==> src/rtl/core/lfu_pkg.sv <==
// Shared types and constants for the LFU cache table.
// Used by the slot scanner and the top level; no dependencies of its own.
package lfu_pkg;

    localparam int ENTRIES = 16;
    localparam int IDX_W   = (ENTRIES > 1) ? $clog2(ENTRIES) : 1;
    localparam int OCC_W   = $clog2(ENTRIES + 1);
    localparam int CAP_W   = 5;
    localparam int CMP_W   = (CAP_W > OCC_W) ? CAP_W : OCC_W;
    localparam int KEY_W   = 32;
    localparam int VAL_W   = 32;
    localparam int CNT_W   = 32;
    localparam int TOUCH_W = 64;

    localparam logic [CAP_W-1:0] CAP_RESET = CAP_W'(16);

    typedef enum logic {
        FUNC_GET = 1'b0,
        FUNC_PUT = 1'b1
    } func_t;

    typedef enum logic [1:0] {
        ST_IDLE,
        ST_SCAN,
        ST_DRAIN,
        ST_UPDATE
    } state_t;

    typedef struct packed {
        logic [KEY_W-1:0]   key;
        logic [VAL_W-1:0]   value;
        logic [CNT_W-1:0]   use_count;
        logic [TOUCH_W-1:0] last_touch;
    } slot_entry_t;

    localparam int ENTRY_W = $bits(slot_entry_t);

    // One entry as it comes back from the slot memory during a scan.
    typedef struct packed {
        logic             vld;
        logic [IDX_W-1:0] idx;
        logic             slot_valid;
        slot_entry_t      entry;
    } scan_beat_t;

    typedef struct packed {
        logic             match_found;
        logic [IDX_W-1:0] match_idx;
        slot_entry_t      match_entry;
        logic             victim_found;
        logic [IDX_W-1:0] victim_idx;
        logic             free_found;
        logic [IDX_W-1:0] free_idx;
    } scan_result_t;

endpackage

==> src/rtl/core/lfu_slot_ram.sv <==
// Generic single-port-write, single-port-read synchronous RAM.
// Read data is registered. No package dependency.
module lfu_slot_ram #(
    parameter int DATA_W = 8,
    parameter int DEPTH  = 16,
    parameter int ADDR_W = 4
) (
    input  logic              aclk,
    input  logic              wr_en,
    input  logic [ADDR_W-1:0] wr_addr,
    input  logic [DATA_W-1:0] wr_data,
    input  logic              rd_en,
    input  logic [ADDR_W-1:0] rd_addr,
    output logic [DATA_W-1:0] rd_data
);

    logic [DATA_W-1:0] mem [DEPTH];
    logic [DATA_W-1:0] rd_data_reg;

    always_ff @(posedge aclk) begin
        if (wr_en) begin
            mem[wr_addr] <= wr_data;
        end
    end

    always_ff @(posedge aclk) begin
        if (rd_en) begin
            rd_data_reg <= mem[rd_addr];
        end
    end

    assign rd_data = rd_data_reg;

endmodule

==> src/rtl/core/lfu_scan.sv <==
// Slot scanner: consumes one memory entry per cycle, finds the key match,
// the eviction victim and the lowest free slot. Depends on lfu_pkg.
module lfu_scan (
    input  logic                      aclk,
    input  logic                      aresetn,
    input  logic                      clear,
    input  logic [lfu_pkg::KEY_W-1:0] key,
    input  lfu_pkg::scan_beat_t       beat,
    output lfu_pkg::scan_result_t     result
);
    import lfu_pkg::*;

    logic               match_found_reg;
    logic [IDX_W-1:0]   match_idx_reg;
    slot_entry_t        match_entry_reg;
    logic               victim_found_reg;
    logic [IDX_W-1:0]   victim_idx_reg;
    logic [CNT_W-1:0]   victim_cnt_reg;
    logic [TOUCH_W-1:0] victim_touch_reg;
    logic               free_found_reg;
    logic [IDX_W-1:0]   free_idx_reg;

    logic is_match;
    logic is_better;
    logic is_free;

    always_comb begin
        is_match  = beat.vld && beat.slot_valid && (beat.entry.key == key);
        is_free   = beat.vld && !beat.slot_valid && !free_found_reg;
        // Smallest use count wins; equal counts go to the oldest touch.
        is_better = beat.vld && beat.slot_valid &&
                    (!victim_found_reg ||
                     (beat.entry.use_count < victim_cnt_reg) ||
                     ((beat.entry.use_count == victim_cnt_reg) &&
                      (beat.entry.last_touch < victim_touch_reg)));
    end

    always_ff @(posedge aclk) begin
        if (!aresetn) begin
            match_found_reg  <= 1'b0;
            victim_found_reg <= 1'b0;
            free_found_reg   <= 1'b0;
        end else if (clear) begin
            match_found_reg  <= 1'b0;
            victim_found_reg <= 1'b0;
            free_found_reg   <= 1'b0;
        end else begin
            if (is_match) begin
                match_found_reg <= 1'b1;
            end
            if (is_better) begin
                victim_found_reg <= 1'b1;
            end
            if (is_free) begin
                free_found_reg <= 1'b1;
            end
        end
    end

    always_ff @(posedge aclk) begin
        if (is_match) begin
            match_idx_reg   <= beat.idx;
            match_entry_reg <= beat.entry;
        end
        if (is_better) begin
            victim_idx_reg   <= beat.idx;
            victim_cnt_reg   <= beat.entry.use_count;
            victim_touch_reg <= beat.entry.last_touch;
        end
        if (is_free) begin
            free_idx_reg <= beat.idx;
        end
    end

    always_comb begin
        result.match_found  = match_found_reg;
        result.match_idx    = match_idx_reg;
        result.match_entry  = match_entry_reg;
        result.victim_found = victim_found_reg;
        result.victim_idx   = victim_idx_reg;
        result.free_found   = free_found_reg;
        result.free_idx     = free_idx_reg;
    end

endmodule

==> src/rtl/core/lfu_cache_table_unit.sv <==
// Top level of the LFU cache table: controller, valid bits, slot memory, result register.
// Depends on lfu_pkg, lfu_slot_ram and lfu_scan.
//
// Key-value cache with least-frequently-used replacement and oldest-touch tie-break.
// Every operation reads all ENTRIES slots from the slot memory, one per cycle through
// its single read port, then drains the read pipeline and, once the output register is
// free, writes the touched or inserted slot, if there is one. No new input is accepted
// until the operation is done, and the result is loaded into the output register in the
// update step. A finished result waits in that register, so the next operation may start
// while it is still pending. The capacity register may be written whenever the block
// is idle.
module lfu_cache_table_unit (
    input  logic                             aclk,
    input  logic                             aresetn,
    input  logic                             cfg_wr_en,
    input  logic [lfu_pkg::CAP_W-1:0]        cfg_wr_data,
    input  logic                             s_valid,
    output logic                             s_ready,
    input  logic                             s_func,
    input  logic signed [lfu_pkg::KEY_W-1:0] s_lookup_key,
    input  logic signed [lfu_pkg::VAL_W-1:0] s_store_value,
    output logic                             m_valid,
    input  logic                             m_ready,
    output logic                             m_hit,
    output logic signed [lfu_pkg::VAL_W-1:0] m_read_value
);
    import lfu_pkg::*;

    state_t state_reg;
    state_t state_next;

    logic [CAP_W-1:0]   capacity_limit_reg;
    logic [ENTRIES-1:0] valid_reg;
    logic [OCC_W-1:0]   occ_reg;
    logic [TOUCH_W-1:0] touch_clock_reg;
    logic [IDX_W-1:0]   rd_idx_reg;

    func_t              func_reg;
    logic [KEY_W-1:0]   key_reg;
    logic [VAL_W-1:0]   value_reg;

    logic               beat_vld_reg;
    logic [IDX_W-1:0]   beat_idx_reg;
    logic               beat_slot_valid_reg;
    scan_beat_t         beat_in;
    scan_result_t       scan_res;
    slot_entry_t        rd_entry;
    logic [ENTRY_W-1:0] rd_data;

    logic               m_valid_reg;
    logic               m_hit_reg;
    logic [VAL_W-1:0]   m_read_value_reg;

    logic               accept;
    logic               out_free;
    logic               do_update;
    logic               scan_last;
    logic [CMP_W-1:0]   cap_eff;
    logic               evict;
    logic               insert;
    logic [IDX_W-1:0]   ins_idx;
    logic [TOUCH_W-1:0] touch_inc;
    logic               wr_en;
    logic [IDX_W-1:0]   wr_addr;
    slot_entry_t        wr_entry;

    // Control: next state, handshake and update decisions.
    always_comb begin
        state_next = state_reg;
        s_ready    = (state_reg == ST_IDLE);
        accept     = s_valid && s_ready;
        out_free   = !m_valid_reg || m_ready;
        do_update  = 1'b0;
        scan_last  = (rd_idx_reg == IDX_W'(ENTRIES - 1));
        unique case (state_reg)
            ST_IDLE: begin
                if (accept) begin
                    state_next = ST_SCAN;
                end
            end
            ST_SCAN: begin
                if (scan_last) begin
                    state_next = ST_DRAIN;
                end
            end
            ST_DRAIN: begin
                state_next = ST_UPDATE;
            end
            ST_UPDATE: begin
                if (out_free) begin
                    do_update  = 1'b1;
                    state_next = ST_IDLE;
                end
            end
            default: begin
                state_next = ST_IDLE;
            end
        endcase
    end

    always_ff @(posedge aclk) begin
        if (!aresetn) begin
            state_reg <= ST_IDLE;
        end else begin
            state_reg <= state_next;
        end
    end

    // Update datapath: hit touches the matched slot, a new key may evict and insert.
    always_comb begin
        cap_eff   = (CMP_W'(capacity_limit_reg) > CMP_W'(ENTRIES)) ?
                    CMP_W'(ENTRIES) : CMP_W'(capacity_limit_reg);
        touch_inc = touch_clock_reg + TOUCH_W'(1);
        insert    = !scan_res.match_found && (func_reg == FUNC_PUT) && (cap_eff != '0);
        evict     = insert && (CMP_W'(occ_reg) >= cap_eff);
        if (evict && !(scan_res.free_found && (scan_res.free_idx < scan_res.victim_idx))) begin
            ins_idx = scan_res.victim_idx;
        end else begin
            ins_idx = scan_res.free_idx;
        end

        wr_en    = do_update && (scan_res.match_found || insert);
        wr_addr  = scan_res.match_found ? scan_res.match_idx : ins_idx;
        wr_entry = scan_res.match_entry;
        wr_entry.last_touch = touch_inc;
        if (scan_res.match_found) begin
            if (scan_res.match_entry.use_count != '1) begin
                wr_entry.use_count = scan_res.match_entry.use_count + CNT_W'(1);
            end
            if (func_reg == FUNC_PUT) begin
                wr_entry.value = value_reg;
            end
        end else begin
            wr_entry.key       = key_reg;
            wr_entry.value     = value_reg;
            wr_entry.use_count = CNT_W'(1);
        end
    end

    always_ff @(posedge aclk) begin
        if (!aresetn) begin
            capacity_limit_reg <= CAP_RESET;
            valid_reg          <= '0;
            occ_reg            <= '0;
            touch_clock_reg    <= '0;
            rd_idx_reg         <= '0;
            beat_vld_reg       <= 1'b0;
            m_valid_reg        <= 1'b0;
        end else begin
            if (cfg_wr_en) begin
                capacity_limit_reg <= cfg_wr_data;
            end
            if (accept) begin
                rd_idx_reg <= '0;
            end else if (state_reg == ST_SCAN) begin
                rd_idx_reg <= rd_idx_reg + IDX_W'(1);
            end
            beat_vld_reg <= (state_reg == ST_SCAN);
            if (wr_en) begin
                touch_clock_reg <= touch_inc;
            end
            if (do_update && insert) begin
                // Clear the victim first so that reusing its slot leaves it valid.
                if (evict) begin
                    valid_reg[scan_res.victim_idx] <= 1'b0;
                end
                valid_reg[ins_idx] <= 1'b1;
                if (!evict) begin
                    occ_reg <= occ_reg + OCC_W'(1);
                end
            end
            if (do_update) begin
                m_valid_reg <= 1'b1;
            end else if (m_ready) begin
                m_valid_reg <= 1'b0;
            end
        end
    end

    always_ff @(posedge aclk) begin
        if (accept) begin
            func_reg  <= func_t'(s_func);
            key_reg   <= s_lookup_key;
            value_reg <= s_store_value;
        end
        beat_idx_reg        <= rd_idx_reg;
        beat_slot_valid_reg <= valid_reg[rd_idx_reg];
        if (do_update) begin
            m_hit_reg <= scan_res.match_found;
            if (scan_res.match_found && (func_reg == FUNC_GET)) begin
                m_read_value_reg <= scan_res.match_entry.value;
            end else begin
                m_read_value_reg <= '0;
            end
        end
    end

    lfu_slot_ram #(
        .DATA_W (ENTRY_W),
        .DEPTH  (ENTRIES),
        .ADDR_W (IDX_W)
    ) u_slot_ram (
        .aclk    (aclk),
        .wr_en   (wr_en),
        .wr_addr (wr_addr),
        .wr_data (wr_entry),
        .rd_en   (state_reg == ST_SCAN),
        .rd_addr (rd_idx_reg),
        .rd_data (rd_data)
    );

    assign rd_entry = slot_entry_t'(rd_data);

    always_comb begin
        beat_in.vld        = beat_vld_reg;
        beat_in.idx        = beat_idx_reg;
        beat_in.slot_valid = beat_slot_valid_reg;
        beat_in.entry      = rd_entry;
    end

    lfu_scan u_scan (
        .aclk    (aclk),
        .aresetn (aresetn),
        .clear   (accept),
        .key     (key_reg),
        .beat    (beat_in),
        .result  (scan_res)
    );

    assign m_valid      = m_valid_reg;
    assign m_hit        = m_hit_reg;
    assign m_read_value = m_read_value_reg;

`ifndef SYNTHESIS
    a_occ_matches_valid: assert property (@(posedge aclk) disable iff (!aresetn)
        $countones(valid_reg) == 32'(occ_reg))
        else $error("occupancy does not match the number of valid slots");

    a_evict_has_victim: assert property (@(posedge aclk) disable iff (!aresetn)
        (do_update && evict) |-> scan_res.victim_found)
        else $error("eviction without a victim");

    a_insert_has_room: assert property (@(posedge aclk) disable iff (!aresetn)
        (do_update && insert && !evict) |-> scan_res.free_found)
        else $error("insert without a free slot");

    a_result_after_update: assert property (@(posedge aclk) disable iff (!aresetn)
        do_update |=> (m_valid && (state_reg == ST_IDLE)))
        else $error("result transfer not offered after update");
`endif

endmodule
==> config.mk <==
export PLATFORM = sky130hd
export DESIGN_NAME = lfu_cache_table_unit
export DESIGN_NICKNAME = d
export VERILOG_FILES = /design/src/rtl/core/lfu_pkg.sv /design/src/rtl/core/lfu_slot_ram.sv /design/src/rtl/core/lfu_scan.sv /design/src/rtl/core/lfu_cache_table_unit.sv
export SDC_FILE = /design/constraint.sdc
export NUM_CORES = 2
export LEC_CHECK = 0
export ABC_AREA = 1
export BUFFER_PORTS_ARGS = -buffer_cell sky130_fd_sc_hd__buf_2
export CAP_MARGIN = 30
export CORE_ASPECT_RATIO = 0.6
export CORE_MARGIN = 2
export CORE_UTILIZATION = 50
export CTS_BUF_LIST = sky130_fd_sc_hd__clkbuf_16
export DETAILED_ROUTE_END_ITERATION = 8
export PLACE_DENSITY = 0.65
export SYNTH_ARGS = -nofsm -noshare
export SYNTH_HDL_FRONTEND = slang
export SYNTH_SLANG_ARGS = --single-unit
export TNS_END_PERCENT = 5
==> constraint.sdc <==
create_clock -name aclk -period 12.4 [get_ports aclk]
set_clock_uncertainty 0.2 [all_clocks]
set_input_delay 0.62 -clock aclk [delete_from_list [all_inputs] [get_ports aclk]]
set_output_delay 0.62 -clock aclk [all_outputs]
set_load 0.005 [all_outputs]
==> results by group <==
Hold path
  • WHS Endpoint: occ_reg[3]$_SDFFE_PN0P_
  • Hold Path Class: in -> reg
  • Hold Path Origin: aresetn
  • Hold path cells: 3

Synthesis
  • Most common cell in the netlist: edfxtp_1
  • Cells after Synth: 9102
  • Syn nets: 9288
  • Most instantiated cells after synthesis: edfxtp_1 (3022), nor2_1 (1703), o21ai_0 (808)
  • Synth Warn #: 0
  • Area share of the largest cell type after synthesis: 73.1%
  • Number of synthesized flops with an enable pin: 3022
  • Distinct cells, synth: 46
  • Top cells by area, synth: edfxtp_1 (73%), nor2_1 (5.2%), o21ai_0 (3.3%)
  • Syn Area/Cell: 13.6 µm²
  • Post-Syn Area: 124000 µm²
  • Sequential fraction of the synthesis area: 74.8%
  • Seq cells post-synth: 3128
  • Top cell type by total area after synthesis: edfxtp_1
  • Post-synthesis async set-or-reset flop share: 0%
  • Top FF cell, synth: edfxtp_1

Pwr
  • Pwr Density: 179 nW/µm²
  • Peak VDD IR: 0.127 mV
  • Comb pwr share: 14.5%
  • Internal Power: 0.0182 W
  • Reg power frac: 50.5%
  • Leak Pwr: 46.4 nW
  • Net Sw Frac: 27.1%
  • Switch Pwr: 0.00675 W
  • Clock power share: 35.0%

Die
  • Rows: 141
  • Core Region: 246000 µm²
  • Starting Density: 50.3%
  • Die X: 647 µm
  • Die H: 390 µm
  • Die footprint: 252000 µm²
  • I/O pin cnt: 110

Status
  • Status: complete, no violations

Clock network
  • Clk Latency, worst-skew pair: 880 ps
  • H-Tree Level Count: 5
  • Cts bufs inserted: 291
  • Clk sinks: 3128
  • Reg clk slew, reported paths: 70 ps
  • CTS Buffer Depth: 4
  • Post_cts resized: 0
  • Post-CTS Setup Bufs: 0
  • Hold buffer count at CTS: 82
  • CTS tree: yes
  • Clk root buf: clkbuf_16

Placement
  • Post-DP HPWL: 203000 µm
  • PortBufs: 109
  • Gpl congestion: 0.945

Critical path
  • Nature of the critical path endpoint: register
  • Worst r2r dst: u_slot_ram.rd_data[74]$_DFFE_PP_
  • Reg2Reg Setup Slack: 6970 ps
  • Crit path kind: reg -> reg
  • R2r worst-path depth: 8
  • RR Startpoint: rd_idx_reg[0]$_SDFFE_PP0P_
  • Critical path startpoint category: register
  • Arrival time of the worst setup path: 5790 ps
  • Max FO, Critical Path: 75
  • Req. time, crit path: 12760 ps

Drt
  • Vias: 78500
  • Initial DRC Count: 11600
  • Initial DRT Pass Iterations: 8
  • Routed wire length: 353000 µm
  • DR DRC count: 0
  • Via-to-Cell Ratio: 6.13
  • Antenna Nets Post-Route: 0
  • Drt wl/cell: 27.6 µm

Layout
  • Core Util, Final: 56.5%
  • Max reg flops: 2560
  • Share of cells above drive strength 1: 8.67%
  • Area Growth Syn to Fin: 12.2%
  • # nets final: 9487

STA
  • Rel. slew slack: 19.5%
  • Fin crit share: 43.8%
  • Final setup vio count: 0
  • Fin. Hold Viols: 0
  • RSZ-0062 raised after global routing: no
  • FMAX: 0.184 GHz
  • Setup TNS: 0 ps
  • Max Transition Viols Final: 0
  • Slew @ Worst Pin: 1210 ps
  • Tmin final: 5430 ps

GRT
  • Vias in the first global route: 73100
  • Grt ovf: 0
  • Initial antenna violation count: 29
  • First-pass GRT wire length: 509000 µm
  • GR Util All Layers: 27.6%
  • Largest net degree at the start of global routing: 215

Job
  • Max-cap viol count: 0
## layer usage
metal  GRT usage [%]  routed length [µm]  vias up
li1                -                   -    34200
met4            5.67                6620       16
met2            37.8              146000     4496
met5           0.591                 427        -
met3            7.63               45500      464
met1            43.7              155000    39400
## how the worst max path moves through the flow
| stage | cells after the start | endpoint | slack, ps | from |
|---|---|---|---|---|
| after floorplan | 9 | u_slot_ram.mem[12][0]$_DFFE_PP_ | 1560 | m_ready |
| after global placement | 10 | u_slot_ram.mem[3][39]$_DFFE_PP_ | 6680 | u_scan.match_found_reg$_SDFFE_PP0P_ |
| after detailed placement | 8 | u_slot_ram.rd_data[74]$_DFFE_PP_ | 6950 | rd_idx_reg[0]$_SDFFE_PP0P_ |
| after CTS | 10 | u_scan.victim_touch_reg[63]$_DFFE_PP_ | 6990 | u_slot_ram.rd_data[60]$_DFFE_PP_ |
| after global routing | 8 | u_slot_ram.rd_data[74]$_DFFE_PP_ | 6740 | rd_idx_reg[0]$_SDFFE_PP0P_ |
| final | 8 | u_slot_ram.rd_data[74]$_DFFE_PP_ | 6970 | rd_idx_reg[0]$_SDFFE_PP0P_ |
## power by group through the flow
stage / logic [W] / clock network [W] / registers, W
after floorplan: 0.00224 / 0 / 0.0127
after global placement: 0.00336 / 0 / 0.0128
after detailed placement: 0.00348 / 0 / 0.0128
after CTS: 0.00352 / 0.00884 / 0.0126
after global routing: 0.00390 / 0.00925 / 0.0126
final: 0.00361 / 0.00874 / 0.0126
## metrics by stage
step	power (W)	worst slack [ps]	hold WS [ps]	std cells	cell area, µm²
3_5_place_dp	0.0163	6950	205	12200	129000
3_3_place_gp	0.0162	6680	202	12200	128000
6_report	0.0249	6970	174	12800	139000
4_1_cts	0.0249	6990	121	12800	139000
2_1_floorplan	0.0149	1560	129	9102	124000
5_1_grt	0.0257	6740	167	12800	139000
## layout make-up
type                            instances  area (µm²)
Antenna cell                           15        37.5
Clock inverter                        199        1480
Fill cell                           19300      107000
Clock buffer                          304        7610
Tap cell                             3289        4120
Multi-Input combinational cell       5053       27800
Timing Repair Buffer                  442        3800
Inverter                              385        1480
Sequential cell                      3128       92900
## layout by cell type, fill, tap and decap left out, types with 34 or more instances in the layout
master	synthesis	routed
a21oi_1	120	118
buf_2	150	110
buf_4	13	203
clkbuf_16	0	304
clkinv_1	1	51
dfxtp_1	106	102
dlygate4sd3_1	0	82
edfxtp_1	3022	3022
ha_1	111	110
inv_1	377	448
mux2i_1	254	254
nand2_1	757	756
nand3_1	315	315
nand4_1	36	36
nor2_1	1703	1684
nor3_1	34	34
o211ai_1	69	69
o21ai_0	808	798
o21ai_1	31	40
o221ai_1	254	254
o32ai_1	390	390
xor2_1	72	60
## logic make-up (layout without fill, tap and decap cells)
logic type,count (synthesis),after routing,share of synthesized area [%]
flops,3128,3128,74.8
simple gates,2909,2909,9.42
compound gates,1690,1690,8.94
buf+inv,921,1330,3.00
fa+ha+maj,111,111,1.12
xor+xnor,89,89,0.628
mux,254,254,2.05
other cells,0,15,0
## worst max-delay path, cell delays in order, from the launching register on
cell and delay [ps]:
dfxtp_4 930, buf_4 770, buf_4 780, buf_4 800, buf_4 730, mux2i_1 270, o221ai_1 130, o211ai_1 150
nand3_1 200
(Power assumes the default switching activity.)
